`config.mk`:
```
export PLATFORM = sky130hd
export DESIGN_NAME = periodic_release_deadline_timer_flat
export DESIGN_NICKNAME = d
export VERILOG_FILES = /design/src/design/prdt_pkg.sv /design/src/design/prdt_if.sv /design/src/design/prdt_ctrl.sv /design/src/design/prdt_datapath.sv /design/src/design/periodic_release_deadline_timer.sv /design/src/flat_wrapper.sv
export SDC_FILE = /design/constraint.sdc
export NUM_CORES = 2
export LEC_CHECK = 0
export BUFFER_PORTS_ARGS = -buffer_cell sky130_fd_sc_hd__buf_2
export CORE_MARGIN = 2
export CORE_UTILIZATION = 55
export CTS_CLUSTER_DIAMETER = 30
export DETAILED_ROUTE_END_ITERATION = 10
export GPL_TIMING_DRIVEN = 0
export PLACE_DENSITY = 0.76
export SLEW_MARGIN = 5
export SYNTH_ARGS = -nofsm -noshare
export SYNTH_HDL_FRONTEND = slang
export SYNTH_HIERARCHICAL = 1
export SYNTH_SLANG_ARGS = --single-unit
```
`constraint.sdc`:
```
create_clock -name i_clk -period 7.63 [get_ports i_clk]
set_input_delay 1.526 -clock i_clk [delete_from_list [all_inputs] [get_ports i_clk]]
set_output_delay 1.526 -clock i_clk [all_outputs]
set_load 0.02 [all_outputs]
```
`src/design/prdt_pkg.sv`:
```
// Package for the periodic release and deadline timer.
// Holds sizes, operation and status codes, state type and controller/datapath structs.
package prdt_pkg;
    localparam int PerSlots   = 16;
    localparam int DlSlots    = 16;
    localparam int CountBits  = 16;
    localparam int SlotBits   = 4;
    localparam int PerIdxBits = (PerSlots > 1) ? $clog2(PerSlots) : 1;
    localparam int DlIdxBits  = (DlSlots > 1) ? $clog2(DlSlots) : 1;
    localparam logic [7:0] LevelMax = 8'd255;

    typedef enum logic [2:0] {
        FN_TICK     = 3'd0,
        FN_CREATE_P = 3'd1,
        FN_CREATE_D = 3'd2,
        FN_JOB_DONE = 3'd3,
        FN_START    = 3'd4,
        FN_STOP     = 3'd5,
        FN_FREE_P   = 3'd6,
        FN_FREE_D   = 3'd7
    } t_func;

    typedef enum logic [1:0] {
        ST_OK       = 2'd0,
        ST_NOT_USED = 2'd1,
        ST_ZERO_PER = 2'd2,
        ST_LIMIT    = 2'd3
    } t_status;

    typedef enum logic [2:0] {
        S_IDLE,
        S_OP,
        S_PER_WALK,
        S_DL_WALK,
        S_DONE
    } t_state;

    // Commands from the controller to the datapath.
    typedef struct packed {
        logic load;      // capture the input item
        logic do_op;     // execute a non-tick operation
        logic clr_acc;   // clear tick accumulators
        logic per_step;  // process one periodic slot
        logic dl_step;   // process one deadline slot
        logic finish;    // form the result item
    } t_cmd;

    // Status from the datapath to the controller.
    typedef struct packed {
        logic is_tick;
        logic per_last;
        logic dl_last;
    } t_stat;
endpackage

```
`src/design/prdt_if.sv`:
```
// Valid/ready channel interfaces for the timer.
// Depends on prdt_pkg.
interface prdt_in_if;
    logic                            valid;
    logic                            ready;
    logic [2:0]                      func;
    logic [3:0]                      slot;
    logic [prdt_pkg::CountBits-1:0]  count_value;
    logic [7:0]                      priority_req;
    logic [7:0]                      active_priority;
    logic                            active_has_deadline;
    modport source (output valid, func, slot, count_value, priority_req, active_priority,
                    active_has_deadline, input ready);
    modport sink (input valid, func, slot, count_value, priority_req, active_priority,
                  active_has_deadline, output ready);
endinterface

interface prdt_out_if;
    logic       valid;
    logic       ready;
    logic       preempt;
    logic [4:0] released_count;
    logic [4:0] new_misses;
    logic       still_ready;
    logic [7:0] level;
    logic [1:0] status;
    modport source (output valid, preempt, released_count, new_misses, still_ready, level,
                    status, input ready);
    modport sink (input valid, preempt, released_count, new_misses, still_ready, level,
                  status, output ready);
endinterface

```
`src/design/prdt_ctrl.sv`:
```
// Controller state machine for the timer.
// Depends on prdt_pkg.
module prdt_ctrl (
    input  logic             i_clk,
    input  logic             i_rst_n,
    input  logic             i_in_valid,
    output logic             o_in_ready,
    output logic             o_out_valid,
    input  logic             i_out_ready,
    input  prdt_pkg::t_stat  i_stat,
    output prdt_pkg::t_cmd   o_cmd
);
    prdt_pkg::t_state r_state, n_state;

    // State register.
    always_ff @(posedge i_clk) begin
        if (!i_rst_n) begin
            r_state <= prdt_pkg::S_IDLE;
        end else begin
            r_state <= n_state;
        end
    end

    // Next state.
    always_comb begin
        n_state = r_state;
        case (r_state)
            prdt_pkg::S_IDLE: begin
                if (i_in_valid) n_state = prdt_pkg::S_OP;
            end
            prdt_pkg::S_OP: begin
                n_state = i_stat.is_tick ? prdt_pkg::S_PER_WALK : prdt_pkg::S_DONE;
            end
            prdt_pkg::S_PER_WALK: begin
                if (i_stat.per_last) n_state = prdt_pkg::S_DL_WALK;
            end
            prdt_pkg::S_DL_WALK: begin
                if (i_stat.dl_last) n_state = prdt_pkg::S_DONE;
            end
            prdt_pkg::S_DONE: begin
                if (i_out_ready) n_state = prdt_pkg::S_IDLE;
            end
            default: n_state = prdt_pkg::S_IDLE;
        endcase
    end

    // Outputs.
    always_comb begin
        o_cmd       = '0;
        o_in_ready  = 1'b0;
        o_out_valid = 1'b0;
        case (r_state)
            prdt_pkg::S_IDLE: begin
                o_in_ready = 1'b1;
                o_cmd.load = i_in_valid;
            end
            prdt_pkg::S_OP: begin
                o_cmd.do_op   = !i_stat.is_tick;
                o_cmd.clr_acc = 1'b1;
            end
            prdt_pkg::S_PER_WALK: o_cmd.per_step = 1'b1;
            prdt_pkg::S_DL_WALK: begin
                o_cmd.dl_step = 1'b1;
                o_cmd.finish  = i_stat.dl_last;
            end
            prdt_pkg::S_DONE: o_out_valid = 1'b1;
            default: o_cmd = '0;
        endcase
    end
endmodule

```
`src/design/prdt_datapath.sv`:
```
// Datapath of the timer: slot tables, the per-slot tick unit and result registers.
// Depends on prdt_pkg.
module prdt_datapath (
    input  logic                            i_clk,
    input  logic                            i_rst_n,
    input  prdt_pkg::t_cmd                  i_cmd,
    output prdt_pkg::t_stat                 o_stat,
    input  logic [2:0]                      i_func,
    input  logic [3:0]                      i_slot,
    input  logic [prdt_pkg::CountBits-1:0]  i_count_value,
    input  logic [7:0]                      i_priority_req,
    input  logic [7:0]                      i_active_priority,
    input  logic                            i_active_has_deadline,
    output logic                            o_preempt,
    output logic [4:0]                      o_released_count,
    output logic [4:0]                      o_new_misses,
    output logic                            o_still_ready,
    output logic [7:0]                      o_level,
    output logic [1:0]                      o_status
);
    localparam int CB = prdt_pkg::CountBits;

    // Slot tables; valid, suspended, pending and nesting are reset, the rest
    // are only read while valid or cleared on free.
    logic [prdt_pkg::PerSlots-1:0] r_per_valid, r_per_susp;
    logic [CB-1:0] r_per_reload [prdt_pkg::PerSlots];
    logic [CB-1:0] r_per_count  [prdt_pkg::PerSlots];
    logic [7:0]    r_per_prio   [prdt_pkg::PerSlots];
    logic [7:0]    r_per_pend   [prdt_pkg::PerSlots];
    logic [prdt_pkg::DlSlots-1:0]  r_dl_valid;
    logic [CB-1:0] r_dl_init    [prdt_pkg::DlSlots];
    logic [CB-1:0] r_dl_count   [prdt_pkg::DlSlots];
    logic [7:0]    r_dl_nest    [prdt_pkg::DlSlots];

    // Captured item.
    prdt_pkg::t_func r_func;
    logic [3:0]      r_slot;
    logic [CB-1:0]   r_cnt;
    logic [7:0]      r_prio, r_act_prio;
    logic            r_act_dl;

    // Walk index, accumulators and result.
    logic [prdt_pkg::PerIdxBits-1:0] r_pidx;
    logic [prdt_pkg::DlIdxBits-1:0]  r_didx;
    logic [4:0] r_rel, r_miss;
    logic       r_pre, r_sat;
    logic       r_preempt, r_still;
    logic [7:0] r_level;
    logic [1:0] r_status;

    assign o_stat.is_tick  = (r_func == prdt_pkg::FN_TICK);
    assign o_stat.per_last = (32'(r_pidx) == prdt_pkg::PerSlots - 1);
    assign o_stat.dl_last  = (32'(r_didx) == prdt_pkg::DlSlots - 1);

    // Slot addressing for operations.
    logic pok, dok, pv, dv;
    logic [prdt_pkg::PerIdxBits-1:0] ps;
    logic [prdt_pkg::DlIdxBits-1:0]  ds;
    assign pok = 32'(r_slot) < prdt_pkg::PerSlots;
    assign dok = 32'(r_slot) < prdt_pkg::DlSlots;
    assign ps  = prdt_pkg::PerIdxBits'(r_slot);
    assign ds  = prdt_pkg::DlIdxBits'(r_slot);
    assign pv  = pok && r_per_valid[ps];
    assign dv  = dok && r_dl_valid[ds];

    // Tick step for the current periodic slot.
    logic [CB-1:0] pdec;
    logic          pzero;
    assign pdec  = r_per_count[r_pidx] - 1'b1;
    assign pzero = r_per_valid[r_pidx] && (pdec == '0);

    logic dact;
    assign dact = r_dl_valid[r_didx] && (r_dl_nest[r_didx] != '0) &&
                  (r_dl_count[r_didx] != '0);

    // Item capture.
    always_ff @(posedge i_clk) begin
        if (i_cmd.load) begin
            r_func     <= prdt_pkg::t_func'(i_func);
            r_slot     <= i_slot;
            r_cnt      <= i_count_value;
            r_prio     <= i_priority_req;
            r_act_prio <= i_active_priority;
            r_act_dl   <= i_active_has_deadline;
        end
    end

    // Operation execution, slot walks and result formation.
    always_ff @(posedge i_clk) begin
        if (!i_rst_n) begin
            r_per_valid <= '0;
            r_per_susp  <= '0;
            r_dl_valid  <= '0;
            for (int i = 0; i < prdt_pkg::PerSlots; i++) r_per_pend[i] <= '0;
            for (int i = 0; i < prdt_pkg::DlSlots; i++)  r_dl_nest[i]  <= '0;
            r_pidx <= '0;
            r_didx <= '0;
        end else begin
            if (i_cmd.clr_acc) begin
                r_pidx <= '0;
                r_didx <= '0;
                r_rel  <= '0;
                r_miss <= '0;
                r_pre  <= 1'b0;
                r_sat  <= 1'b0;
            end
            if (i_cmd.do_op) begin
                r_preempt <= 1'b0;
                r_still   <= 1'b0;
                r_level   <= '0;
                r_status  <= prdt_pkg::ST_OK;
                case (r_func)
                    prdt_pkg::FN_CREATE_P: begin
                        if (!pok) r_status <= prdt_pkg::ST_NOT_USED;
                        else if (r_cnt == '0) r_status <= prdt_pkg::ST_ZERO_PER;
                        else begin
                            r_per_valid[ps]  <= 1'b1;
                            r_per_reload[ps] <= r_cnt;
                            r_per_count[ps]  <= r_cnt;
                            r_per_prio[ps]   <= r_prio;
                            r_per_susp[ps]   <= 1'b0;
                            r_per_pend[ps]   <= '0;
                        end
                    end
                    prdt_pkg::FN_CREATE_D: begin
                        if (!dok) r_status <= prdt_pkg::ST_NOT_USED;
                        else begin
                            r_dl_valid[ds] <= 1'b1;
                            r_dl_init[ds]  <= r_cnt;
                            r_dl_count[ds] <= r_cnt;
                            r_dl_nest[ds]  <= '0;
                        end
                    end
                    prdt_pkg::FN_JOB_DONE: begin
                        if (!pv) r_status <= prdt_pkg::ST_NOT_USED;
                        else if (r_per_pend[ps] == '0) r_per_susp[ps] <= 1'b1;
                        else begin
                            r_per_pend[ps] <= r_per_pend[ps] - 1'b1;
                            r_still        <= 1'b1;
                            r_level        <= r_per_pend[ps] - 1'b1;
                        end
                    end
                    prdt_pkg::FN_START: begin
                        if (!dv) r_status <= prdt_pkg::ST_NOT_USED;
                        else if (r_dl_nest[ds] == prdt_pkg::LevelMax) begin
                            r_level  <= r_dl_nest[ds];
                            r_status <= prdt_pkg::ST_LIMIT;
                        end else begin
                            r_dl_nest[ds] <= r_dl_nest[ds] + 1'b1;
                            r_level       <= r_dl_nest[ds] + 1'b1;
                        end
                    end
                    prdt_pkg::FN_STOP: begin
                        if (!dv) r_status <= prdt_pkg::ST_NOT_USED;
                        else if (r_dl_nest[ds] == '0) r_status <= prdt_pkg::ST_LIMIT;
                        else begin
                            r_dl_count[ds] <= r_dl_init[ds];
                            r_dl_nest[ds]  <= r_dl_nest[ds] - 1'b1;
                            r_level        <= r_dl_nest[ds] - 1'b1;
                        end
                    end
                    prdt_pkg::FN_FREE_P: begin
                        if (!pv) r_status <= prdt_pkg::ST_NOT_USED;
                        else begin
                            r_per_valid[ps]  <= 1'b0;
                            r_per_reload[ps] <= '0;
                            r_per_count[ps]  <= '0;
                            r_per_prio[ps]   <= '0;
                            r_per_susp[ps]   <= 1'b0;
                            r_per_pend[ps]   <= '0;
                        end
                    end
                    prdt_pkg::FN_FREE_D: begin
                        if (!dv) r_status <= prdt_pkg::ST_NOT_USED;
                        else begin
                            r_dl_valid[ds] <= 1'b0;
                            r_dl_init[ds]  <= '0;
                            r_dl_count[ds] <= '0;
                            r_dl_nest[ds]  <= '0;
                        end
                    end
                    default: r_status <= prdt_pkg::ST_OK;
                endcase
            end
            // One periodic slot per cycle.
            if (i_cmd.per_step) begin
                r_pidx <= r_pidx + 1'b1;
                if (r_per_valid[r_pidx]) begin
                    r_per_count[r_pidx] <= pzero ? r_per_reload[r_pidx] : pdec;
                    if (pzero) begin
                        if (r_per_susp[r_pidx]) begin
                            r_per_susp[r_pidx] <= 1'b0;
                            r_rel <= r_rel + 1'b1;
                            if (r_per_prio[r_pidx] < r_act_prio) r_pre <= 1'b1;
                        end else if (r_per_pend[r_pidx] != prdt_pkg::LevelMax) begin
                            r_per_pend[r_pidx] <= r_per_pend[r_pidx] + 1'b1;
                        end else begin
                            r_sat <= 1'b1;
                        end
                    end
                end
            end
            // One deadline slot per cycle; the last step also forms the result.
            if (i_cmd.dl_step) begin
                r_didx <= r_didx + 1'b1;
                if (dact) begin
                    r_dl_count[r_didx] <= r_dl_count[r_didx] - 1'b1;
                end
            end
            if (i_cmd.finish) begin
                r_preempt        <= r_pre && !(r_act_dl && r_act_prio == '0);
                r_still          <= 1'b0;
                r_level          <= '0;
                r_status         <= r_sat ? prdt_pkg::ST_LIMIT : prdt_pkg::ST_OK;
            end
            if (i_cmd.dl_step && dact && r_dl_count[r_didx] == CB'(1)) begin
                r_miss <= r_miss + 1'b1;
            end
        end
    end

    assign o_preempt        = r_preempt;
    assign o_released_count = o_stat.is_tick ? r_rel : 5'd0;
    assign o_new_misses     = o_stat.is_tick ? r_miss : 5'd0;
    assign o_still_ready    = r_still;
    assign o_level          = r_level;
    assign o_status         = r_status;
endmodule

```
`src/design/periodic_release_deadline_timer.sv`:
```
// Top level of the periodic release and deadline timer.
// Depends on prdt_pkg, prdt_if, prdt_ctrl and prdt_datapath.
//
// One item is taken at a time. A tick walks every periodic slot and then
// every deadline slot, one slot per clock, before its result is shown;
// every other operation is executed in the operation state and then shows
// its result. Once the result is taken the controller returns to idle.
// The sequencing is set by the slot-update logic in the datapath, which
// serves one slot at a time. The result stays valid until taken; no new
// item is accepted until then.
module periodic_release_deadline_timer (
    input logic       i_clk,
    input logic       i_rst_n,
    prdt_in_if.sink   i_in,
    prdt_out_if.source o_out
);
    prdt_pkg::t_cmd  cmd;
    prdt_pkg::t_stat stat;

    prdt_ctrl u_ctrl (
        .i_clk       (i_clk),
        .i_rst_n     (i_rst_n),
        .i_in_valid  (i_in.valid),
        .o_in_ready  (i_in.ready),
        .o_out_valid (o_out.valid),
        .i_out_ready (o_out.ready),
        .i_stat      (stat),
        .o_cmd       (cmd)
    );

    prdt_datapath u_dp (
        .i_clk                 (i_clk),
        .i_rst_n               (i_rst_n),
        .i_cmd                 (cmd),
        .o_stat                (stat),
        .i_func                (i_in.func),
        .i_slot                (i_in.slot),
        .i_count_value         (i_in.count_value),
        .i_priority_req        (i_in.priority_req),
        .i_active_priority     (i_in.active_priority),
        .i_active_has_deadline (i_in.active_has_deadline),
        .o_preempt             (o_out.preempt),
        .o_released_count      (o_out.released_count),
        .o_new_misses          (o_out.new_misses),
        .o_still_ready         (o_out.still_ready),
        .o_level               (o_out.level),
        .o_status              (o_out.status)
    );
endmodule
```
`src/flat_wrapper.sv`:
```
// flat-port wrapper written by rule: the top's interface ports become plain ports
module periodic_release_deadline_timer_flat 
  (i_clk, i_rst_n, i_in_valid, i_in_func, i_in_slot, i_in_count_value, i_in_priority_req, i_in_active_priority, i_in_active_has_deadline, i_in_ready, o_out_valid, o_out_preempt, o_out_released_count, o_out_new_misses, o_out_still_ready, o_out_level, o_out_status, o_out_ready);
  prdt_in_if i_in_i ();
  prdt_out_if o_out_i ();
  input logic i_clk;
  input logic i_rst_n;
  input wire logic [$bits(i_in_i.valid)-1:0] i_in_valid;
  input wire logic [$bits(i_in_i.func)-1:0] i_in_func;
  input wire logic [$bits(i_in_i.slot)-1:0] i_in_slot;
  input wire logic [$bits(i_in_i.count_value)-1:0] i_in_count_value;
  input wire logic [$bits(i_in_i.priority_req)-1:0] i_in_priority_req;
  input wire logic [$bits(i_in_i.active_priority)-1:0] i_in_active_priority;
  input wire logic [$bits(i_in_i.active_has_deadline)-1:0] i_in_active_has_deadline;
  output wire logic [$bits(i_in_i.ready)-1:0] i_in_ready;
  output wire logic [$bits(o_out_i.valid)-1:0] o_out_valid;
  output wire logic [$bits(o_out_i.preempt)-1:0] o_out_preempt;
  output wire logic [$bits(o_out_i.released_count)-1:0] o_out_released_count;
  output wire logic [$bits(o_out_i.new_misses)-1:0] o_out_new_misses;
  output wire logic [$bits(o_out_i.still_ready)-1:0] o_out_still_ready;
  output wire logic [$bits(o_out_i.level)-1:0] o_out_level;
  output wire logic [$bits(o_out_i.status)-1:0] o_out_status;
  input wire logic [$bits(o_out_i.ready)-1:0] o_out_ready;
  assign i_in_i.valid = i_in_valid;
  assign i_in_i.func = i_in_func;
  assign i_in_i.slot = i_in_slot;
  assign i_in_i.count_value = i_in_count_value;
  assign i_in_i.priority_req = i_in_priority_req;
  assign i_in_i.active_priority = i_in_active_priority;
  assign i_in_i.active_has_deadline = i_in_active_has_deadline;
  assign i_in_ready = i_in_i.ready;
  assign o_out_valid = o_out_i.valid;
  assign o_out_preempt = o_out_i.preempt;
  assign o_out_released_count = o_out_i.released_count;
  assign o_out_new_misses = o_out_i.new_misses;
  assign o_out_still_ready = o_out_i.still_ready;
  assign o_out_level = o_out_i.level;
  assign o_out_status = o_out_i.status;
  assign o_out_i.ready = o_out_ready;
  periodic_release_deadline_timer u_core (.i_clk(i_clk), .i_rst_n(i_rst_n), .i_in(i_in_i), .o_out(o_out_i));
endmodule
```
# Word level (Yosys, flattened, before mapping)
# Memories as Yosys holds them, arrays and structs flattened. A register that Yosys moved wholly into a read port is not among the register bits.
# Index checks and enable logic that the tools add are counted.
[op_classes]
n_addsub = 10
magnitude_cmp = 6
n_eq_ne = 23
mux = 183
bitwise_logic = 20
n_reduce_logical = 37
[ops]
columns = ["operator", "count"]
rows = [
  ["$mux W16", 21],
  ["$mux W8", 16],
  ["$mux W4", 23],
  ["$mux W1", 86],
  ["$and A16 B16 Y16", 4],
  ["$pmux W16 S2", 2],
  ["$or A16 B16 Y16", 3],
  ["$pmux W16 S3", 1],
  ["$mux W5", 9],
  ["$logic_not A16 Y1", 2],
  ["$not A16 Y16", 2],
  ["$reduce_or A16 Y1", 2],
  ["$sub A16 B1 Y16 const B", 2],
  ["$logic_not A8 Y1", 3],
  ["$pmux W8 S3", 1],
  ["$reduce_or A8 Y1", 3],
  ["$bmux W1 S4", 5],
  ["$mux W2", 10],
  ["$add A8 B1 Y8 const B", 2],
  ["$eq A16 B1 Y1 const B", 1],
  ["$reduce_bool A16 Y1", 1],
  ["$sub A8 B1 Y8 const B", 2],
  ["$eq A3 B3 Y1 const B", 5],
  ["$lt A4 B5 Y1 const B", 3],
  ["25 further kinds", 70],
]
[totals]
register_bits = 123
ram_bits = 1408
in_bits = 44
out_inout_bits = 24
memories = 7
[memory_table]
columns = ["name", "words", "word_bits", "read_ports", "rd_clocked_by_memory_dff", "wr", "line_no", "rtl"]
rows = [
  ["u_core.u_dp.r_dl_count", 16, 16, 1, 1, 1, "prdt_datapath.sv:32", "logic [CB-1:0] r_dl_count [prdt_pkg::DlSlots];"],
  ["u_core.u_dp.r_dl_init", 16, 16, 1, 1, 1, "prdt_datapath.sv:31", "logic [CB-1:0] r_dl_init [prdt_pkg::DlSlots];"],
  ["u_core.u_dp.r_per_count", 16, 16, 1, 1, 1, "prdt_datapath.sv:27", "logic [CB-1:0] r_per_count [prdt_pkg::PerSlots];"],
  ["u_core.u_dp.r_per_reload", 16, 16, 1, 1, 1, "prdt_datapath.sv:26", "logic [CB-1:0] r_per_reload [prdt_pkg::PerSlots];"],
  ["u_core.u_dp.r_dl_nest", 16, 8, 2, 2, 16, "prdt_datapath.sv:33", "logic [7:0] r_dl_nest [prdt_pkg::DlSlots];"],
  ["u_core.u_dp.r_per_pend", 16, 8, 2, 2, 16, "prdt_datapath.sv:29", "logic [7:0] r_per_pend [prdt_pkg::PerSlots];"],
  ["+1 memories", "--", "--", "--", "--", "--", "--", ""],
]

# Depth between registers and ports, before layout
[logic_depth]
ltp_word = 15
mapped_depth = 20
depth_no_buf = 12

# Hierarchy
# The synthesis kept the hierarchy.
[modules_own_cells]
columns = ["mod", "n_inst", "cells_per_inst", "area_per_inst_um2"]
rows = [
  ["prdt_datapath", 1, 4827, 73022.5],
  ["prdt_ctrl", 1, 23, 200.2],
]

# Least setup slack after synthesis
# OpenSTA, ideal clock, no wires.
[synth_timing]
path_kind = "input to register"
startpoint = "input i_in_valid"
endpoint = "register (tool-made name)"
arrival_time_ps = 6732
required_ps = 7550
slack_ps = 818
path_stages = 2
path_buffers = 0
path_cell_list = "nor4b_1 -> mux2_2"
[synth_rtl]
columns = ["element", "line_no", "rtl"]
rows = [
  ["start, declared", "flat_wrapper.sv:8", "input wire logic [$bits(i_in_i.valid)-1:0] i_in_valid;"],
]

==> reports/metrics.yaml <==
status: "complete, no violations"
cts_buffer_depth: 4
dieArea_mm2: 0.136
numCtsBuffers: 324
cellLeakagePower_nw: 29.4
slew_violations: 0
slowest_stage: "o21ai_0"
ys_warn_count: 6
numClockSinks: 1543
antenna_found_initial: 5
required_ns: 8.24
area_delta_synth_final_pct: 19.8
portBuffers: 67
combPwrFrac: 0.053
cpPeakStageDelay_ns: 0.90
gp_congestion: 0.956
ir_drop_mv: 0.263
finClkSkew_ns: 0.0787
synth.distinct_cells: 77
clock_latency_ns: 0.92
max_cap_viol_count: 0
critPathTopFamily: "buffers and inverters"
routed_wl_um: 237000
crit_path_start_kind: "flop"
hold_path.class: "flop to flop"
dpl.cell_count: 6738
num_rows: 133
h-tree-depth: 5
ctsHoldBuffers: 0
avgSynthCellArea_um2: 15.1
dr.pass1.iters: 8
grt_pass1_vias: 50242
synth_ff_type: "edfxtp_1"
synth_commonest_cells: "edfxtp_1 (1472), nand2_1 (511), mux4_2 (479)"
crit_path_end_kind: "flop"
grt_setup_unrepaired: "false"
worst_pin_slew_ns: 1.42
yosysTopAreaCellShare: 0.604
cts_tree: "yes"
drc: 0
dpl.hpwl_um: 150000
powerDensity_mw_per_mm2: 278
layout-drive-gt1-share: 0.250
synth_edf_count: 1472
n_fill_cell: 8647
max_freq_mhz: 136
async_flop_share: 0
netlist_area_mm2: 0.0732
seqPwrFrac: 0.388
dieHeight_um: 369
track_usage: 0.347
cts_root_buf: "clkbuf_16"
initial_core_util: 0.556
wire_per_inst_um: 32.5
die_width_um: 369
syn_nets: 4921
clockPowerShare: 0.559
path_buf_inv: 9
timing.final.crit_share: 0.966
grt_pass1_wl_um: 341000
swShare: 0.220
synthCells: 4850
grt_overflow_total: 0
cp_max_fo: 11
drt-initial-drc-count: 8608
worstPathCellList: "buf_6 -> buf_6 -> clkbuf_1 -> clkbuf_2 -> buf_2 -> buf_2 -> buf_2 -> clkbuf_1 -> clkbuf_1 -> mux4_2 -> mux4_2 -> ha_1 -> a21o_1 -> a21o_1 -> a21oi_1 -> o21ai_0 -> o2bb2ai_1"
vias_per_cell: 6.93
synth_largest_area_cell: "edfxtp_1"
power.switching_mw: 5.37
via_count: 50674
fin_nets: 5383
ios: 68
yosysSeqAreaShare: 0.623
hold_viol_final: 0
finalPower_mw: 24.4
setup_viol: 0
final_cells: 7313
core_area_mm2: 0.132
critPathKind: "flop to flop"
drtAntennaViolNets: 0
synth-seq-cells: 1543
cp_data_arrival_time_ns: 7.99
yosys-top-cells-area: "edfxtp_1 (60%), mux4_2 (15%), mux2i_1 (5.8%)"
slew_headroom: 0.0495
fin_crit_ns: 7.37
internal_power_mw: 19.0
grt_start_max_net_pins: 26
yosysMostFrequentCell: "edfxtp_1"
clk_pin_slew_worst_paths_ns: 0.05
==> flip-flops by register name (all words and copies together) (netlist names), 16 cells and up, named ones only <==
register,cells
u_core/u_dp/r_per_reload,256
u_core/u_dp/r_dl_count,256
u_core/u_dp/r_per_susp,16
u_core/u_dp/r_per_count,256
u_core/u_dp/r_dl_init,256
u_core/u_dp/r_cnt,16
u_core/u_dp/r_dl_nest,128
u_core/u_dp/r_per_pend,128
u_core/u_dp/r_per_prio,128
==> final timing paths <==
path | from | to | slack [ns] | cells after the start
setup / recovery | flop | u_core/u_dp/r_pre | 0.26 | 17
hold / removal | flop | flop | 0.50 | 2
setup reg to reg | flop | u_core/u_dp/r_pre | 0.26 | 17
hold reg to reg | flop | flop | 0.50 | 2
==> cells by family (layout without fill, tap and decap cells) <==
kind of cell,Yosys count,in the layout,synth area share
buf+inv,457,1163,0.0294
flops,1543,1543,0.623
xor+xnor,60,60,0.00718
mux,939,939,0.211
compound gates,532,532,0.0433
fa+ha+maj,27,27,0.00461
other cells,0,2,0
simple gates,1292,1292,0.0813
==> what timing repair did <==
item / in CTS / in global routing
setup buffers: 0 / 0
endpoints found under the hold margin: 0 / 0
resized for setup: 0 / 3
endpoints found under the setup margin: 0 / 36
==> placed cells by master (no fill, tap or decap), types with 25 or more instances in the layout <==
master / netlist / layout
a21oi_1: 120 / 120
and2_1: 89 / 89
buf_2: 102 / 170
buf_4: 34 / 48
buf_6: 24 / 28
buf_8: 0 / 37
bufinv_16: 0 / 36
clkbuf_1: 253 / 299
clkbuf_16: 0 / 331
clkinv_1: 3 / 45
clkinv_2: 0 / 47
clkinvlp_4: 0 / 26
dfxtp_1: 71 / 71
edfxtp_1: 1472 / 1472
ha_1: 27 / 27
inv_1: 26 / 26
mux2i_1: 427 / 427
mux4_2: 479 / 479
nand2_1: 511 / 511
nand3_1: 66 / 66
nand4_1: 27 / 27
nor2_1: 352 / 319
nor2b_1: 25 / 25
nor3_1: 50 / 47
nor4_1: 48 / 46
o211ai_1: 35 / 35
o21ai_0: 233 / 216
o21ai_1: 29 / 30
or4_1: 33 / 33
xnor2_1: 34 / 34
xor2_1: 26 / 26
==> routing by layer <==
layer	GRT usage	part of all wire	up-vias
met5	0	0.000097	-
met4	0.179	0.058	4
met3	0.0989	0.14	921
met2	0.529	0.46	4590
met1	0.457	0.34	25227
li1	-	-	19932
==> worst min-delay path: cells and delay by family, from the launching register on <==
| kind | cells | cell delay [ns] |
|---|---|---|
| AO/OA/AOI/OAI | 2 | 0.14 |
| flip-flops | 1 | 0.32 |
==> layout make-up <==
cell class	instances	area, um2	area share
Sequential cell	1543	45600	0.520
Multi-Input combinational cell	2850	25800	0.294
Clock buffer	386	8570	0.0977
Tap cell	1755	2200	0.0250
Buffer	427	2040	0.0233
Clock inverter	184	1980	0.0225
Timing Repair Buffer	137	1380	0.0157
Inverter	29	109	0.00124
Antenna cell	2	5.00	0.0000571
==> metrics by stage <==
step / worst slack [ns] / hold slack (ns) / TNS (ns) / area [um2] / utilization
4_1_cts: 0.124 / 0.497 / 0 / 87700 / 0.665
5_1_grt: 0.0411 / 0.532 / 0 / 87700 / 0.666
3_5_place_dp: 0.241 / 0.492 / 0 / 77100 / 0.585
2_1_floorplan: 0.818 / 0.460 / 0 / 73200 / -
3_3_place_gp: -4.21 / 0.475 / -160.63 / 75800 / 0.575
6_report: 0.257 / 0.505 / 0 / 87700 / 0.666
==> power by group through the flow <==
stage	clock network (mW)	registers (mW)	logic, mW
finish	13.6	9.47	1.30
global placement	0	9.62	1.19
detailed placement	0	9.62	1.24
global route	14.1	9.47	1.36
floorplan	0	9.59	0.830
CTS	13.7	9.47	1.26
(Power assumes the default switching activity.)
